[config.mk]
export PLATFORM = sky130hd
export DESIGN_NAME = jcpt_cordic
export DESIGN_NICKNAME = d
export VERILOG_FILES = /design/src/jcpt_pkg.sv /design/src/jcpt_cordic.sv
export SDC_FILE = /design/constraint.sdc
export NUM_CORES = 1
export LEC_CHECK = 0
export ABC_AREA = 1
export BUFFER_PORTS_ARGS = -buffer_cell sky130_fd_sc_hd__buf_2
export CAP_MARGIN = 40
export CORE_MARGIN = 2
export CORE_UTILIZATION = 40
export DETAILED_ROUTE_END_ITERATION = 10
export SETUP_SLACK_MARGIN = 0.15
export SYNTH_ARGS = -nofsm -noshare
export SYNTH_HDL_FRONTEND = slang
export SYNTH_SLANG_ARGS = --single-unit
[constraint.sdc]
create_clock -name clock -period 5.5 [get_ports clock]
set_clock_uncertainty 0.1 [all_clocks]
set_input_delay 0.825 -clock clock [delete_from_list [all_inputs] [get_ports clock]]
set_output_delay 0.825 -clock clock [all_outputs]
set_load 0.02 [all_outputs]
[src/jcpt_pkg.sv]
// ----------------------------------------------------------------------------
// jcpt_pkg
// Shared types, constants and functions of the joint center probe trajectory.
// ----------------------------------------------------------------------------
package jcpt_pkg;

   // Q.30 angle constants and CORDIC gain
   localparam logic signed [33:0] PI_Q30      = 34'sd3373259426;
   localparam logic signed [33:0] HALF_PI_Q30 = 34'sd1686629713;
   localparam logic signed [33:0] CORDIC_GAIN = 34'sd652032874;
   localparam int unsigned        CORDIC_STEPS = 30;

   // Configuration register indexes
   localparam logic [1:0] CSR_PERIOD = 2'd0;
   localparam logic [1:0] CSR_LEG    = 2'd1;
   localparam logic [1:0] CSR_CHAIN  = 2'd2;
   localparam logic [1:0] CSR_SWEEP  = 2'd3;

   typedef enum logic [3:0] {
      ST_IDLE,
      ST_MOD_GO,
      ST_MOD_WAIT,
      ST_MUL_THETA,
      ST_DIV_GO,
      ST_DIV_WAIT,
      ST_COS_GO,
      ST_COS_WAIT,
      ST_MUL_S,
      ST_SIN_GO,
      ST_SIN_WAIT,
      ST_MUL_D,
      ST_DONE
   } state_type;

   // Truncated Q.30 arctangent of 2^-i
   function automatic logic signed [33:0] atan_q30(input logic [4:0] idx);
      logic signed [33:0] v;
      unique case (idx)
         5'd0:  v = 34'sh03243F6A8;
         5'd1:  v = 34'sh01DAC6705;
         5'd2:  v = 34'sh00FADBAFC;
         5'd3:  v = 34'sh007F56EA6;
         5'd4:  v = 34'sh003FEAB76;
         5'd5:  v = 34'sh001FFD55B;
         5'd6:  v = 34'sh000FFFAAA;
         5'd7:  v = 34'sh0007FFF55;
         5'd8:  v = 34'sh0003FFFEA;
         5'd9:  v = 34'sh0001FFFFD;
         5'd10: v = 34'sh0000FFFFF;
         5'd11: v = 34'sh00007FFFF;
         5'd12: v = 34'sh00003FFFF;
         5'd13: v = 34'sh00001FFFF;
         5'd14: v = 34'sh00000FFFF;
         5'd15: v = 34'sh000007FFF;
         5'd16: v = 34'sh000003FFF;
         5'd17: v = 34'sh000001FFF;
         5'd18: v = 34'sh000000FFF;
         5'd19: v = 34'sh0000007FF;
         5'd20: v = 34'sh0000003FF;
         5'd21: v = 34'sh0000001FF;
         5'd22: v = 34'sh0000000FF;
         5'd23: v = 34'sh00000007F;
         5'd24: v = 34'sh00000003F;
         5'd25: v = 34'sh00000001F;
         5'd26: v = 34'sh00000000F;
         5'd27: v = 34'sh000000008;
         5'd28: v = 34'sh000000004;
         5'd29: v = 34'sh000000002;
         default: v = '0;
      endcase
      return v;
   endfunction

   // Clamp to the signed 32-bit range
   function automatic logic signed [31:0] sat32(input logic signed [34:0] v);
      logic signed [31:0] r;
      if (v > 35'sd2147483647) begin
         r = 32'sh7FFFFFFF;
      end else if (v < -35'sd2147483648) begin
         r = 32'sh80000000;
      end else begin
         r = v[31:0];
      end
      return r;
   endfunction

endpackage

[src/jcpt_cordic.sv]
// ----------------------------------------------------------------------------
// jcpt_cordic
// Rotation-mode CORDIC sine, one micro-rotation per cycle, Q.30.
// ----------------------------------------------------------------------------
module jcpt_cordic import jcpt_pkg::*; (
   input  logic               clock,
   input  logic               reset,
   input  logic               start,
   input  logic signed [33:0] angle,
   output logic               done,
   output logic signed [33:0] sine
);

   logic               busy_ff, busy_in;
   logic [4:0]         idx_ff, idx_in;
   logic signed [33:0] x_ff, x_in;
   logic signed [33:0] y_ff, y_in;
   logic signed [33:0] z_ff, z_in;
   logic signed [33:0] dx, dy;

   assign dx   = y_ff >>> idx_ff;
   assign dy   = x_ff >>> idx_ff;
   assign done = busy_ff && (idx_ff == 5'(CORDIC_STEPS - 1));

   always_comb begin
      busy_in = busy_ff;
      idx_in  = idx_ff;
      x_in    = x_ff;
      y_in    = y_ff;
      z_in    = z_ff;
      if (start) begin
         busy_in = 1'b1;
         idx_in  = '0;
         x_in    = CORDIC_GAIN;
         y_in    = '0;
         z_in    = angle;
      end else if (busy_ff) begin
         // rotate toward zero residual angle
         if (z_ff >= 0) begin
            x_in = x_ff - dx;
            y_in = y_ff + dy;
            z_in = z_ff - atan_q30(idx_ff);
         end else begin
            x_in = x_ff + dx;
            y_in = y_ff - dy;
            z_in = z_ff + atan_q30(idx_ff);
         end
         idx_in  = idx_ff + 5'd1;
         busy_in = !done;
      end
   end

   always_ff @(posedge clock) begin
      if (reset) begin
         busy_ff <= 1'b0;
         idx_ff  <= '0;
      end else begin
         busy_ff <= busy_in;
         idx_ff  <= idx_in;
      end
      x_ff <= x_in;
      y_ff <= y_in;
      z_ff <= z_in;
   end

   assign sine = y_ff;

endmodule
==> summary.md <==
| Metric | Value |
|---|---|
| Critical Path Max Stage Delay | `0.72 ns` |
| Number of top-level pins | `72` |
| Launching element type of the critical path | `flip-flop` |
| Aggregate negative setup slack | `0 ns` |
| Highest ir drop seen on vdd | `0.303 mV` |
| Area Overhead vs Synth | `9.22%` |
| Setup repair after global routing missed its margin | `false` |
| Pins over their slew limit | `0` |
| Tmin final | `5.05 ns` |
| Global route total overflow | `0` |
| Reg-to-Reg Start | `idx_ff[4]$_SDFFE_PP0P_` |
| Worst min-delay path category | `primary input to flip-flop` |
| Initial DRC Count | `1711` |
| Cell chosen for the clock root | `clkbuf_16` |
| Setup slack of the most critical reg-to-reg path | `0.45 ns` |
| Max transition margin | `0.430` |
| Data arrival at the endpoint of the critical path | `5.33 ns` |
| Final net count | `2951` |
| Htree depth | `4` |
| Post-DP HPWL | `46.5 mm` |
| All-Layer GR Usage | `0.273` |
| Number of synthesized flops with an enable pin | `34` |
| Detailed-route wire length | `59.3 mm` |
| Global placement routability congestion | `1.02` |
| Effective utilization at floorplan | `0.406` |
| LEAKAGE | `9.10 nW` |
| TritonCTS clock tree | `built` |
| Ordered cell list for the critical path | `inv_1 > buf_4 > buf_4 > nand3_1 > nand2_2 > nor2_2 > nand3_2 > nor2_4 > nand2_2 > o31ai_4 > nand2_1 > xnor2_1 > inv_1 > ha_1 > a21oi_1 > inv_1 > a21oi_1 > nor3_1 > a211oi_1 > a21oi_1 > o221ai_1 > inv_1` |
| Hold depth | `2` |
| Height of the die | `208 µm` |
| Maximum frequency from static timing analysis | `0.198 GHz` |
| Count of vias placed by the detailed router | `18800` |
| Startpoint of the lowest-slack hold path | `reset` |
| Async set-or-reset flop fraction in the synthesized netlist | `0` |
| Clock slew seen by the registers of the worst setup and hold paths | `0.07 ns` |
| Routed wirelength normalized by instance count | `17.7 µm` |
| Summed instance area of the synthesized netlist | `16600 µm²` |
| Flop and latch count out of synthesis | `138` |
| Instance count after placement with tap cells included | `3310` |
| Crit Path Category | `flip-flop to flip-flop` |
| Drt via density | `5.61` |
| Terminating pin of the worst hold path | `busy_ff$_SDFF_PP0_` |
| Setup crit end kind | `flip-flop` |
| # rows | `74` |
| Worst-case reg-to-reg path depth | `22` |
| Vias in the first global route | `17700` |
| Post-synthesis average cell area | `5.96 µm²` |
| CTS buffer count | `17` |
| Most used cell along the critical path | `inv_1` |
| Full die area | `43100 µm²` |
| Max Cap Violations | `0` |
| Synthesized netlist cell count | `2784` |
| Period Utilization, post-route | `0.917` |
| Maximum number of buffers from clock root to sink | `2` |
| PnR Total Power | `0.0103 W` |
| Antenna Diode Count | `0` |
| Number of hold-repair buffers added at the cts stage | `0` |
| Slew at the pin closest to its max-slew limit | `0.853 ns` |
| Slowest library cell on the worst path | `dfxtp_1` |
| First-pass GRT wire length | `94.8 mm` |
| First-pass iteration count of the detailed router | `7` |
| Number of clock sinks seen by CTS | `138` |
| Critical register-to-register path endpoint | `sine[32]$_SDFFE_PP0P_` |
| Share of final-layout standard cells stronger than drive strength 1 | `0.0846` |
| Outcome | `completed` |
| Post-synthesis sequential area ratio | `0.187` |
| Count of nets left with antenna violations after detail routing | `0` |
| Antenna violations before repair | `0` |
| Final non-filler cell total | `3344` |
| Synthesized net count | `2936` |
| Commonest register cell after synthesis | `dfxtp_1` |
| Final hold vios | `0` |
| Number of setup violations in the final report | `0` |
| Port-buffer cells | `71` |
| Worst-Skew Late Latency | `0.50 ns` |
| Synthesis Warnings | `0` |
| Core Region | `40900 µm²` |
| Maximum fanout encountered on the critical timing path | `38` |
| Die boundary width | `208 µm` |
| Min Hold Slack | `0.404 ns` |
| Number of DRC violations after detailed routing | `0` |
| Synth unique cells | `55` |
| Req. time, crit path | `5.79 ns` |
| Largest net degree at the start of global routing | `66` |
| Total power density per cell area | `570 nW/µm²` |
cells by family (layout without fill, tap and decap cells):
family	after synthesis	count (layout)	synth area share
fa+ha+maj	115	115	0.0880
compound gates	429	429	0.146
xor+xnor	124	124	0.0654
simple gates	1591	1591	0.417
flops	138	138	0.187
buf+inv	387	415	0.0960
per-layer routing:
layer	part of all wire	vias to the layer above	GRT usage
li1	-	9333	-
met1	0.48	8733	0.385
met2	0.43	598	0.425
met3	0.059	94	0.0434
met4	0.025	0	0.0885
met5	0	-	0
metrics by stage:
stage,instance area [µm²],worst slack [ns],utilization
after global routing,18100,0.154,0.443
final,18100,0.454,0.443
after global placement,17400,0.360,0.425
after floorplan,16600,1.28,-
after detailed placement,17400,0.303,0.426
after CTS,18100,0.280,0.442
cells in the final DEF (no fill, tap or decap), types with 5 or more instances in the layout:
cell type	instances
edfxtp_1	34
a31oi_1	25
o21ai_0	131
nand2_2	13
clkbuf_16	17
xnor2_1	47
o21bai_1	7
inv_6	8
or2_2	42
nand3b_1	5
nor2_2	9
a221oi_1	5
nor3_1	26
nand2_1	719
nand4_1	24
dfxtp_1	99
nor2_1	262
nand3_1	473
a21o_1	13
xor2_1	77
buf_4	33
o21a_1	7
ha_1	111
a32oi_1	5
buf_12	5
o22ai_1	7
inv_2	7
inv_1	263
o21ai_1	29
nor4_1	7
o211ai_1	9
a21oi_1	161
buf_2	71
synthesized netlist by cell type (3+ instances only):
library cell / instances / share of area
o221ai_1: 4 / 0.0021
a21boi_1: 4 / 0.0018
fa_1: 3 / 0.0036
o22ai_1: 7 / 0.0026
o21ai_1: 26 / 0.0078
ha_1: 112 / 0.084
a31oi_1: 26 / 0.0098
a2111oi_0: 3 / 0.0016
buf_1: 18 / 0.0041
o21ai_0: 134 / 0.040
nor2_1: 262 / 0.059
a21o_1: 13 / 0.0059
a21oi_1: 161 / 0.049
o31ai_1: 4 / 0.0018
a221oi_1: 5 / 0.0026
nor3_1: 27 / 0.0081
buf_4: 8 / 0.0036
nand2_2: 12 / 0.0045
a21boi_0: 3 / 0.0014
or2_2: 42 / 0.016
inv_2: 7 / 0.0016
nor4_1: 7 / 0.0026
nor2_2: 9 / 0.0034
edfxtp_1: 34 / 0.062
nand4_1: 24 / 0.0090
inv_1: 264 / 0.060
buf_2: 31 / 0.0093
nand3b_1: 5 / 0.0023
buf_6: 9 / 0.0061
nand2_1: 720 / 0.16
o211ai_1: 9 / 0.0041
xnor2_1: 47 / 0.025
nand3_1: 473 / 0.14
clkbuf_1: 49 / 0.011
o21bai_1: 7 / 0.0032
o21a_1: 7 / 0.0032
dfxtp_1: 104 / 0.13
xor2_1: 77 / 0.041
a32oi_1: 5 / 0.0026
power breakdown:
part / internal (W) / switching (W)
clock network: 0.000777 / 0.000574
registers: 0.00133 / 0.000331
logic: 0.00265 / 0.00467
worst max path at each step:
stage | start | cells past startpoint | end | slack (ns)
2_1_floorplan | idx_ff[0]$_SDFFE_PP0P_ | 32 | sine[31]$_SDFFE_PP0P_ | 1.28
3_3_place_gp | idx_ff[1]$_SDFFE_PP0P_ | 27 | x_ff[29]$_SDFFE_PP1P_ | 0.36
3_5_place_dp | idx_ff[1]$_SDFFE_PP0P_ | 27 | x_ff[30]$_SDFFE_PP0P_ | 0.30
4_1_cts | idx_ff[1]$_SDFFE_PP0P_ | 27 | x_ff[30]$_SDFFE_PP0P_ | 0.28
5_1_grt | idx_ff[2]$_SDFFE_PP0P_ | 28 | sine[28]$_SDFFE_PP0P_ | 0.15
6_report | idx_ff[4]$_SDFFE_PP0P_ | 22 | sine[32]$_SDFFE_PP0P_ | 0.45
layout make-up:
type | instances | area (µm²)
Fill cell | 4396 | 22800
Multi-Input combinational cell | 2259 | 11900
Sequential cell | 138 | 3110
Inverter | 272 | 1030
Timing Repair Buffer | 111 | 742
Tap cell | 532 | 666
Clock buffer | 17 | 425
Clock inverter | 15 | 223
critical path: cells and delay by family, from the launching register on:
family	cells	cell delay, ns
and+or+nand+nor	8	1.10
adders and majority gates	1	0.35
xor gates and xnor gates	1	0.14
DFF	1	0.72
AOI/OAI and AO/OA	6	1.63
buffers and inverters	6	0.87
timing repair:
| item | 4_1_cts | 5_1_grt |
|---|---|---|
| hold endpoints to repair | 0 | 0 |
| gates resized for setup | 0 | 16 |
| endpoints found under the setup margin | 0 | 20 |
| setup buffers | 0 | 2 |
Power figures use the tool's default switching activity.
