$ cat src/jcpt_pkg.sv
// ----------------------------------------------------------------------------
// jcpt_pkg
// Shared types, constants and functions of the joint center probe trajectory.
// ----------------------------------------------------------------------------
package jcpt_pkg;

   // Q.30 angle constants and CORDIC gain
   localparam logic signed [33:0] PI_Q30      = 34'sd3373259426;
   localparam logic signed [33:0] HALF_PI_Q30 = 34'sd1686629713;
   localparam logic signed [33:0] CORDIC_GAIN = 34'sd652032874;
   localparam int unsigned        CORDIC_STEPS = 30;

   // Configuration register indexes
   localparam logic [1:0] CSR_PERIOD = 2'd0;
   localparam logic [1:0] CSR_LEG    = 2'd1;
   localparam logic [1:0] CSR_CHAIN  = 2'd2;
   localparam logic [1:0] CSR_SWEEP  = 2'd3;

   typedef enum logic [3:0] {
      ST_IDLE,
      ST_MOD_GO,
      ST_MOD_WAIT,
      ST_MUL_THETA,
      ST_DIV_GO,
      ST_DIV_WAIT,
      ST_COS_GO,
      ST_COS_WAIT,
      ST_MUL_S,
      ST_SIN_GO,
      ST_SIN_WAIT,
      ST_MUL_D,
      ST_DONE
   } state_type;

   // Truncated Q.30 arctangent of 2^-i
   function automatic logic signed [33:0] atan_q30(input logic [4:0] idx);
      logic signed [33:0] v;
      unique case (idx)
         5'd0:  v = 34'sh03243F6A8;
         5'd1:  v = 34'sh01DAC6705;
         5'd2:  v = 34'sh00FADBAFC;
         5'd3:  v = 34'sh007F56EA6;
         5'd4:  v = 34'sh003FEAB76;
         5'd5:  v = 34'sh001FFD55B;
         5'd6:  v = 34'sh000FFFAAA;
         5'd7:  v = 34'sh0007FFF55;
         5'd8:  v = 34'sh0003FFFEA;
         5'd9:  v = 34'sh0001FFFFD;
         5'd10: v = 34'sh0000FFFFF;
         5'd11: v = 34'sh00007FFFF;
         5'd12: v = 34'sh00003FFFF;
         5'd13: v = 34'sh00001FFFF;
         5'd14: v = 34'sh00000FFFF;
         5'd15: v = 34'sh000007FFF;
         5'd16: v = 34'sh000003FFF;
         5'd17: v = 34'sh000001FFF;
         5'd18: v = 34'sh000000FFF;
         5'd19: v = 34'sh0000007FF;
         5'd20: v = 34'sh0000003FF;
         5'd21: v = 34'sh0000001FF;
         5'd22: v = 34'sh0000000FF;
         5'd23: v = 34'sh00000007F;
         5'd24: v = 34'sh00000003F;
         5'd25: v = 34'sh00000001F;
         5'd26: v = 34'sh00000000F;
         5'd27: v = 34'sh000000008;
         5'd28: v = 34'sh000000004;
         5'd29: v = 34'sh000000002;
         default: v = '0;
      endcase
      return v;
   endfunction

   // Clamp to the signed 32-bit range
   function automatic logic signed [31:0] sat32(input logic signed [34:0] v);
      logic signed [31:0] r;
      if (v > 35'sd2147483647) begin
         r = 32'sh7FFFFFFF;
      end else if (v < -35'sd2147483648) begin
         r = 32'sh80000000;
      end else begin
         r = v[31:0];
      end
      return r;
   endfunction

endpackage

$ cat src/jcpt_div.sv
// ----------------------------------------------------------------------------
// jcpt_div
// Restoring radix-2 divider, one quotient bit per cycle, 48-bit dividend
// taken from the top, 16-bit divisor.
// ----------------------------------------------------------------------------
module jcpt_div import jcpt_pkg::*; (
   input  logic        clock,
   input  logic        reset,
   input  logic        start,
   input  logic [5:0]  steps,
   input  logic [47:0] dividend,
   input  logic [15:0] divisor,
   output logic        done,
   output logic [15:0] remainder,
   output logic [31:0] quotient
);

   logic        busy_ff, busy_in;
   logic [5:0]  cnt_ff, cnt_in;
   logic [47:0] num_ff, num_in;
   logic [15:0] rem_ff, rem_in;
   logic [16:0] trial;
   logic [16:0] diff;
   logic        ge;

   assign trial = {rem_ff, num_ff[47]};
   assign ge    = trial >= {1'b0, divisor};
   assign diff  = trial - {1'b0, divisor};
   assign done  = busy_ff && (cnt_ff == 6'd1);

   always_comb begin
      busy_in = busy_ff;
      cnt_in  = cnt_ff;
      num_in  = num_ff;
      rem_in  = rem_ff;
      if (start) begin
         busy_in = 1'b1;
         cnt_in  = steps;
         num_in  = dividend;
         rem_in  = '0;
      end else if (busy_ff) begin
         // shift in one dividend bit, subtract when it fits
         rem_in  = ge ? diff[15:0] : trial[15:0];
         num_in  = {num_ff[46:0], ge};
         cnt_in  = cnt_ff - 6'd1;
         busy_in = !done;
      end
   end

   always_ff @(posedge clock) begin
      if (reset) begin
         busy_ff <= 1'b0;
         cnt_ff  <= '0;
      end else begin
         busy_ff <= busy_in;
         cnt_ff  <= cnt_in;
      end
      num_ff <= num_in;
      rem_ff <= rem_in;
   end

   assign remainder = rem_ff;
   assign quotient  = num_ff[31:0];

endmodule

$ cat config.mk
export PLATFORM = sky130hd
export DESIGN_NAME = jcpt_div
export DESIGN_NICKNAME = d
export VERILOG_FILES = /design/src/jcpt_pkg.sv /design/src/jcpt_div.sv
export SDC_FILE = /design/constraint.sdc
export NUM_CORES = 1
export LEC_CHECK = 0
export ABC_AREA = 1
export BUFFER_PORTS_ARGS = -buffer_cell sky130_fd_sc_hd__buf_2
export CORE_MARGIN = 2
export CORE_UTILIZATION = 45
export DETAILED_ROUTE_END_ITERATION = 7
export PLACE_DENSITY = 0.7
export RECOVER_POWER = 50
export SLEW_MARGIN = 10
export SYNTH_ARGS = -nofsm -noshare
export SYNTH_HDL_FRONTEND = slang
export SYNTH_SLANG_ARGS = --single-unit
$ cat constraint.sdc
create_clock -name clock -period 3.7 [get_ports clock]
set_clock_uncertainty 0.2 [all_clocks]
set_input_delay 0.185 -clock clock [delete_from_list [all_inputs] [get_ports clock]]
set_output_delay 0.185 -clock clock [all_outputs]
set_load 0.1 [all_outputs]
==> results.sh, run 1 <==
export IMPL_status="complete, no violations"
export IMPL_num_vias=4348
export IMPL_synth_simple_area_share=0.3263
export IMPL_drive_above_1_share=0.1432
export IMPL_antenna_found_initial=0
export IMPL_syn_nets=710
export IMPL_overflow=0
export IMPL_row_count=36
export IMPL_power_density_nw_per_um2=382.1
export IMPL_ios=122
export IMPL_die_y_um=104.5
export IMPL_arrival_ns=2.47
export IMPL_synthCells=618
export IMPL_async_reset_ff_frac=0
export IMPL_min_path_type="input port to flop"
export IMPL_synth_compound_area_share=0.04960
export IMPL_cp_start_kind="input port"
export IMPL_grtUsageTotal=0.2075
export IMPL_wirelength_mm=11.46
export IMPL_clockBufferDepth=2
export IMPL_synthToLayoutAreaGrowth_pct=24.94
export IMPL_swShare=0.3631
export IMPL_clockPowerShare=0.285
export IMPL_finalCritPeriodShare=0.7121
export IMPL_intPower_mw=1.381
export IMPL_dp_hpwl_mm=7.828
export IMPL_cts_sink_count=71
export IMPL_rsz0062_at_grt="no"
export IMPL_synth_top_family_by_area="simple AND/OR/NAND/NOR gates"
export IMPL_firstDrtPassIters=5
export IMPL_grt_pass1_wl_mm=18.60
export IMPL_cp_max_fo=55
export IMPL_diodes=0
export IMPL_cts_resized=0
export IMPL_slew_headroom=0.02205
export IMPL_cp_end_kind="flop"
export IMPL_seq_area_frac_synth=0.4188
export IMPL_die_x_um=104.5
export IMPL_die_area_um2=10910
export IMPL_grt_pass1_vias=4149
export IMPL_final_nets=848
export IMPL_finalWeightedCongestion=0.8894
export IMPL_synth_top_flop_cell="edfxtp_1"
export IMPL_max_cap_violations=0
export IMPL_p_seq_frac=0.442
export IMPL_initial_core_util=0.4645
export IMPL_path_class="input port to flop"
export IMPL_dr_first_iter_drc_count=239
export IMPL_clock_fmax_ghz=0.3795
export IMPL_synthMuxAreaShare=0
export IMPL_yosysTopAreaCell="edfxtp_1"
export IMPL_slew_viol_final=0
export IMPL_tns_ns=0
export IMPL_clockRootBuffer="clkbuf_8"
export IMPL_yosysTopAreaCellShare=0.3174
export IMPL_synth_fa_ha_area_frac=0.05401
export IMPL_power_leakage_nw=2.884
export IMPL_finalHoldViolations=0
export IMPL_numCtsBuffers=9
export IMPL_setup_viol=0
export IMPL_post_drt_via_cell_ratio=4.864
export IMPL_netlist_area_um2=4541
export IMPL_synth_top_cells_by_area="edfxtp_1 (32%), nand2_1 (22%), dfxtp_1 (10%), inv_1 (6.5%), buf_4 (5.6%)"
export IMPL_netlist_cell_type_count=35
export IMPL_postRouteAntennaNets=0
export IMPL_detail_route_wl_per_cell_um=12.82
export IMPL_dpl_cell_area_um2=5002
export IMPL_grt_max_degree=60
export IMPL_drcViolationCount=0
export IMPL_placedCellCount=824
export IMPL_synth_edf_count=48
export IMPL_synth_xor_xnor_area_share=0.01350
export IMPL_period_minus_slack_ns=2.635
export IMPL_htreeDepth=3
export IMPL_port_buffers=121
export IMPL_final_cells=894
export IMPL_fp_coreArea_um2=9774
export IMPL_fin_util=0.5804
export IMPL_synth_seq_cells=71
export IMPL_p_comb_frac=0.273
export IMPL_avgSynthCellArea_um2=7.347
export IMPL_clkLatencyLatePin_ns=0.35
export IMPL_required_ns=3.54
export IMPL_finalInstanceArea_um2=5673
export IMPL_switchingPower_uw=786.9
export IMPL_tightest_slew_ns=1.465
export IMPL_tritoncts="yes"
export IMPL_yosys_warnings=0
export IMPL_max_vdd_ir_drop_v=0.0002592
export IMPL_clk_pin_slew_ns=0.07
[kinds of logic (layout without fill, tap and decap cells)]
group / after synthesis / in the layout
flip-flops: 71 / 71
AND/OR/NAND/NOR: 353 / 353
XOR/XNOR: 7 / 7
adder cells (fa/ha/maj): 19 / 19
buffers and inverters: 130 / 273
AO/OA/AOI/OAI: 38 / 38
[state kept, by name (all words and copies together), names as in the netlist]
signal     count
cnt_ff         6
num_ff        48
remainder     16
busy_ff        1
[placed cells by master, fill, tap and decap left out, types with 2 or more instances in the layout]
master and count:
a21oi_1 10, a21oi_2 2, a31oi_1 5, buf_2 72
clkbuf_1 51, clkbuf_8 9, clkinvlp_4 3, dfxtp_1 23
dlygate4sd3_1 54, edfxtp_1 48, ha_1 18, inv_1 79
nand2_1 267, nand2_2 4, nand2_4 2, nand3_1 37
nand3_2 5, nand3b_1 5, nand4_1 5, nor2_1 20
nor2_2 3, nor3_1 2, o21ai_0 13, o21ai_2 3
o21bai_1 2, xnor2_1 5, xor2_1 2
[area by class of cell]
cell class	count	area (um^2)
timing repair buffer	177	1094
inverter	80	300.3
clock buffer	10	127.6
multi-input combinational	417	2013
fill	926	4101
sequential	71	1902
clock inverter	6	70.07
tap	133	166.4
[final timing paths]
kind / start / to / slack (ns) / cells past startpoint
max: start / num_ff[0] / 1.07 / 5
min: dividend[0] / num_ff[0] / 0.05 / 3
max reg2reg: busy_ff / cnt_ff[0] / 1.32 / 5
min reg2reg: busy_ff / busy_ff / 0.28 / 2
[layer usage]
metal,part of all wire,track usage,vias to the layer above
li1,-,-,2182
met5,0,0,-
met1,0.43,0.2511,1990
met2,0.49,0.3641,151
met4,0.025,0.07722,0
met3,0.055,0.04010,25
[worst max-delay path, stage by stage]
cell,delay (ns)
clkbuf_1,0.11
clkbuf_2,0.81
inv_1,0.99
nor2_1,0.29
a31oi_1,0.07
[synth_stat cells (all sizes together) (11+ instances only)]
cell type	n
nand2	273
inv	80
edfxtp	48
nand3	42
buf	39
nor2	24
dfxtp	23
ha	18
o21ai	17
a21oi	12
clkbuf	11
[metrics by stage]
stage          power, mW  hold WS [ns]  worst slack, ns
5_1_grt            2.255       0.05386           0.8454
3_3_place_gp       1.520        0.2426            1.414
2_1_floorplan      1.456       0.05407           0.9720
6_report           2.167       0.04680            1.065
4_1_cts            2.190      0.009450            1.289
3_5_place_dp       1.528        0.2426            1.305
[power by group through the flow]
stage          Sequential (mW)  Clock [mW]  Combinational, mW
2_1_floorplan            0.976           0              0.480
3_3_place_gp             0.971           0              0.549
3_5_place_dp             0.974           0              0.555
4_1_cts                  0.956       0.634              0.600
5_1_grt                  0.965       0.662              0.628
6_report                 0.958       0.618              0.592
[timing repair]
action                    CTS  global route
setup buffers               0             0
hold endpoints to repair   54             0
hold buffers               54             0
(Power assumes the default switching activity.)
==> run 2, diff against run 1 <==
Settings changed: PLACE_DENSITY 0.7 to 0.73.
Clock period 3.7 ns to 2.3 ns, I/O delays scaled along.
==> results.sh, run 2 (same netlist as run 1, synthesis figures left out) <==
export IMPL_required_ns=2.33
export IMPL_status="finished with violations"
export IMPL_whs_ns=0.03241
export IMPL_clkLatencyLatePin_ns=0.35
export IMPL_violations="max-capacitance violations"
export IMPL_htreeDepth=3
export IMPL_final_nets=858
export IMPL_initial_core_util=0.4645
export IMPL_finalWeightedCongestion=0.9138
export IMPL_finalCritPeriodShare=0.9222
export IMPL_max_stage_delay_ns=0.36
export IMPL_cp_end_kind="flop"
export IMPL_clockBufferDepth=2
export IMPL_dr_first_iter_drc_count=267
export IMPL_grt_pass1_wl_mm=19.24
export IMPL_ios=122
export IMPL_holdPathEnd="remainder[0]"
export IMPL_tightest_slew_ns=1.494
export IMPL_finalHoldViolations=0
export IMPL_cp_cell_sequence="ha_1 -> nand2_2 -> inv_1 -> nand2_1 -> nand2_1 -> inv_1 -> nand3_2 -> nand2_4 -> buf_4 -> nand3_1 -> nand3_1 -> o21ai_1"
export IMPL_drcViolationCount=0
export IMPL_cp_start_kind="flop"
export IMPL_regMostFlops="num_ff"
export IMPL_period_minus_slack_ns=2.121
export IMPL_die_y_um=104.5
export IMPL_port_buffers=121
export IMPL_post_drt_via_cell_ratio=4.856
export IMPL_min_path_type="input port to flop"
export IMPL_clockRootBuffer="clkbuf_8"
export IMPL_placedCellCount=830
export IMPL_path_class="flop to flop"
export IMPL_rsz0062_at_grt="no"
export IMPL_cts_setup_buffers=0
export IMPL_antenna_found_initial=0
export IMPL_overflow=0
export IMPL_slowest_stage="ha_1"
export IMPL_slew_headroom=0.003169
export IMPL_cp_max_fo=13
export IMPL_r2r_start="remainder[7]"
export IMPL_power_leakage_nw=3.000
export IMPL_postRouteAntennaNets=0
export IMPL_numCtsBuffers=9
export IMPL_wirelength_mm=11.99
export IMPL_layout_common_cells="nand2_1 (267), buf_2 (87), inv_1 (79), dlygate4sd3_1 (58), edfxtp_1 (48)"
export IMPL_diodes=0
export IMPL_num_vias=4390
export IMPL_fp_coreArea_um2=9774
export IMPL_tritoncts="yes"
export IMPL_synthToLayoutAreaGrowth_pct=28.22
export IMPL_arrival_ns=2.16
export IMPL_tns_ns=0
export IMPL_slew_viol_final=0
export IMPL_report_power_total_mw=3.496
export IMPL_holdPathStages=5
export IMPL_grtUsageTotal=0.2170
export IMPL_clk_pin_slew_ns=0.08
export IMPL_final_cells=904
export IMPL_finalInstanceArea_um2=5822
export IMPL_die_x_um=104.5
export IMPL_grt_pass1_vias=4202
export IMPL_drive_above_1_share=0.1907
export IMPL_grt_max_degree=51
export IMPL_cts_sink_count=71
export IMPL_clock_fmax_ghz=0.4715
export IMPL_max_cap_violations=1
export IMPL_rr_endpoint="remainder[9]"
export IMPL_dp_hpwl_mm=7.906
export IMPL_dpl_cell_area_um2=5081
export IMPL_reg2reg_depth=12
export IMPL_final_common_cell="nand2_1"
export IMPL_largest_reg_flops=48
export IMPL_r2r_setup_slack_ns=0.18
export IMPL_power_density_nw_per_um2=600.6
export IMPL_hold_path_startpoint="divisor[0]"
export IMPL_max_vdd_ir_drop_v=0.0003183
export IMPL_row_count=36
export IMPL_firstDrtPassIters=5
export IMPL_detail_route_wl_per_cell_um=13.27
export IMPL_setup_viol=0
export IMPL_die_area_um2=10910
[run 2: how the worst max path moves through the flow]
stage                        startpoint           end  slack, ns  cells after the start
final                      remainder[7]  remainder[9]       0.18                     12
after global routing      remainder[14]  remainder[1]       0.01                     10
after global placement    remainder[11]  remainder[2]       0.22                      8
after floorplan            remainder[7]  remainder[5]     -0.002                     12
after detailed placement  remainder[14]  remainder[1]       0.16                     10
after CTS                 remainder[14]  remainder[1]       0.12                     10
[run 2: area by class of cell]
| type | instances | area [um^2] |
|---|---|---|
| Timing Repair Buffer | 187 | 1212 |
| Clock inverter | 6 | 60.06 |
| Inverter | 80 | 300.3 |
| Multi-Input combinational cell | 417 | 2032 |
| Tap cell | 133 | 166.4 |
| Clock buffer | 10 | 127.6 |
| Sequential cell | 71 | 1923 |
| Fill cell | 906 | 3953 |
[run 2: power breakdown]
group	internal, mW	switching [mW]	total, mW	leakage, nW
logic	0.243	0.734	0.977	2.22
registers	1.49	0.0498	1.54	0.688
clock network	0.498	0.484	0.982	0.0941
[run 2: routing by layer]
metal / GRT usage / wire length, um / vias to the layer above / part of all wire
li1: - / - / 2201 / -
met1: 0.2765 / 5354 / 1986 / 0.45
met2: 0.3665 / 5701 / 175 / 0.48
met3: 0.02820 / 629 / 28 / 0.052
met4: 0.09749 / 309 / 0 / 0.026
met5: 0 / 0 / - / 0
[run 2: timing repair]
action / 4_1_cts / 5_1_grt
endpoints found under the hold margin: 55 / 0
setup endpoints to repair: 0 / 16
resized for setup: 0 / 4
hold buffers: 58 / 0
[run 2: worst max-delay path, delay by kind of cell (launching register included)]
kind                     cells  cell delay [ns]
AO/OA/AOI/OAI                1             0.07
adder cells (fa/ha/maj)      1             0.36
buffers and inverters        3             0.32
flip-flops                   1             0.33
AND/OR/NAND/NOR              7             0.73
[run 2: through the flow]
| step | worst slack, ns | util |
|---|---|---|
| 6_report | 0.1789 | 0.5956 |
| 5_1_grt | 0.01114 | 0.5956 |
| 4_1_cts | 0.1215 | 0.5984 |
| 3_5_place_dp | 0.1609 | 0.5198 |
| 3_3_place_gp | 0.2223 | 0.5198 |
| 2_1_floorplan | -0.002288 | - |
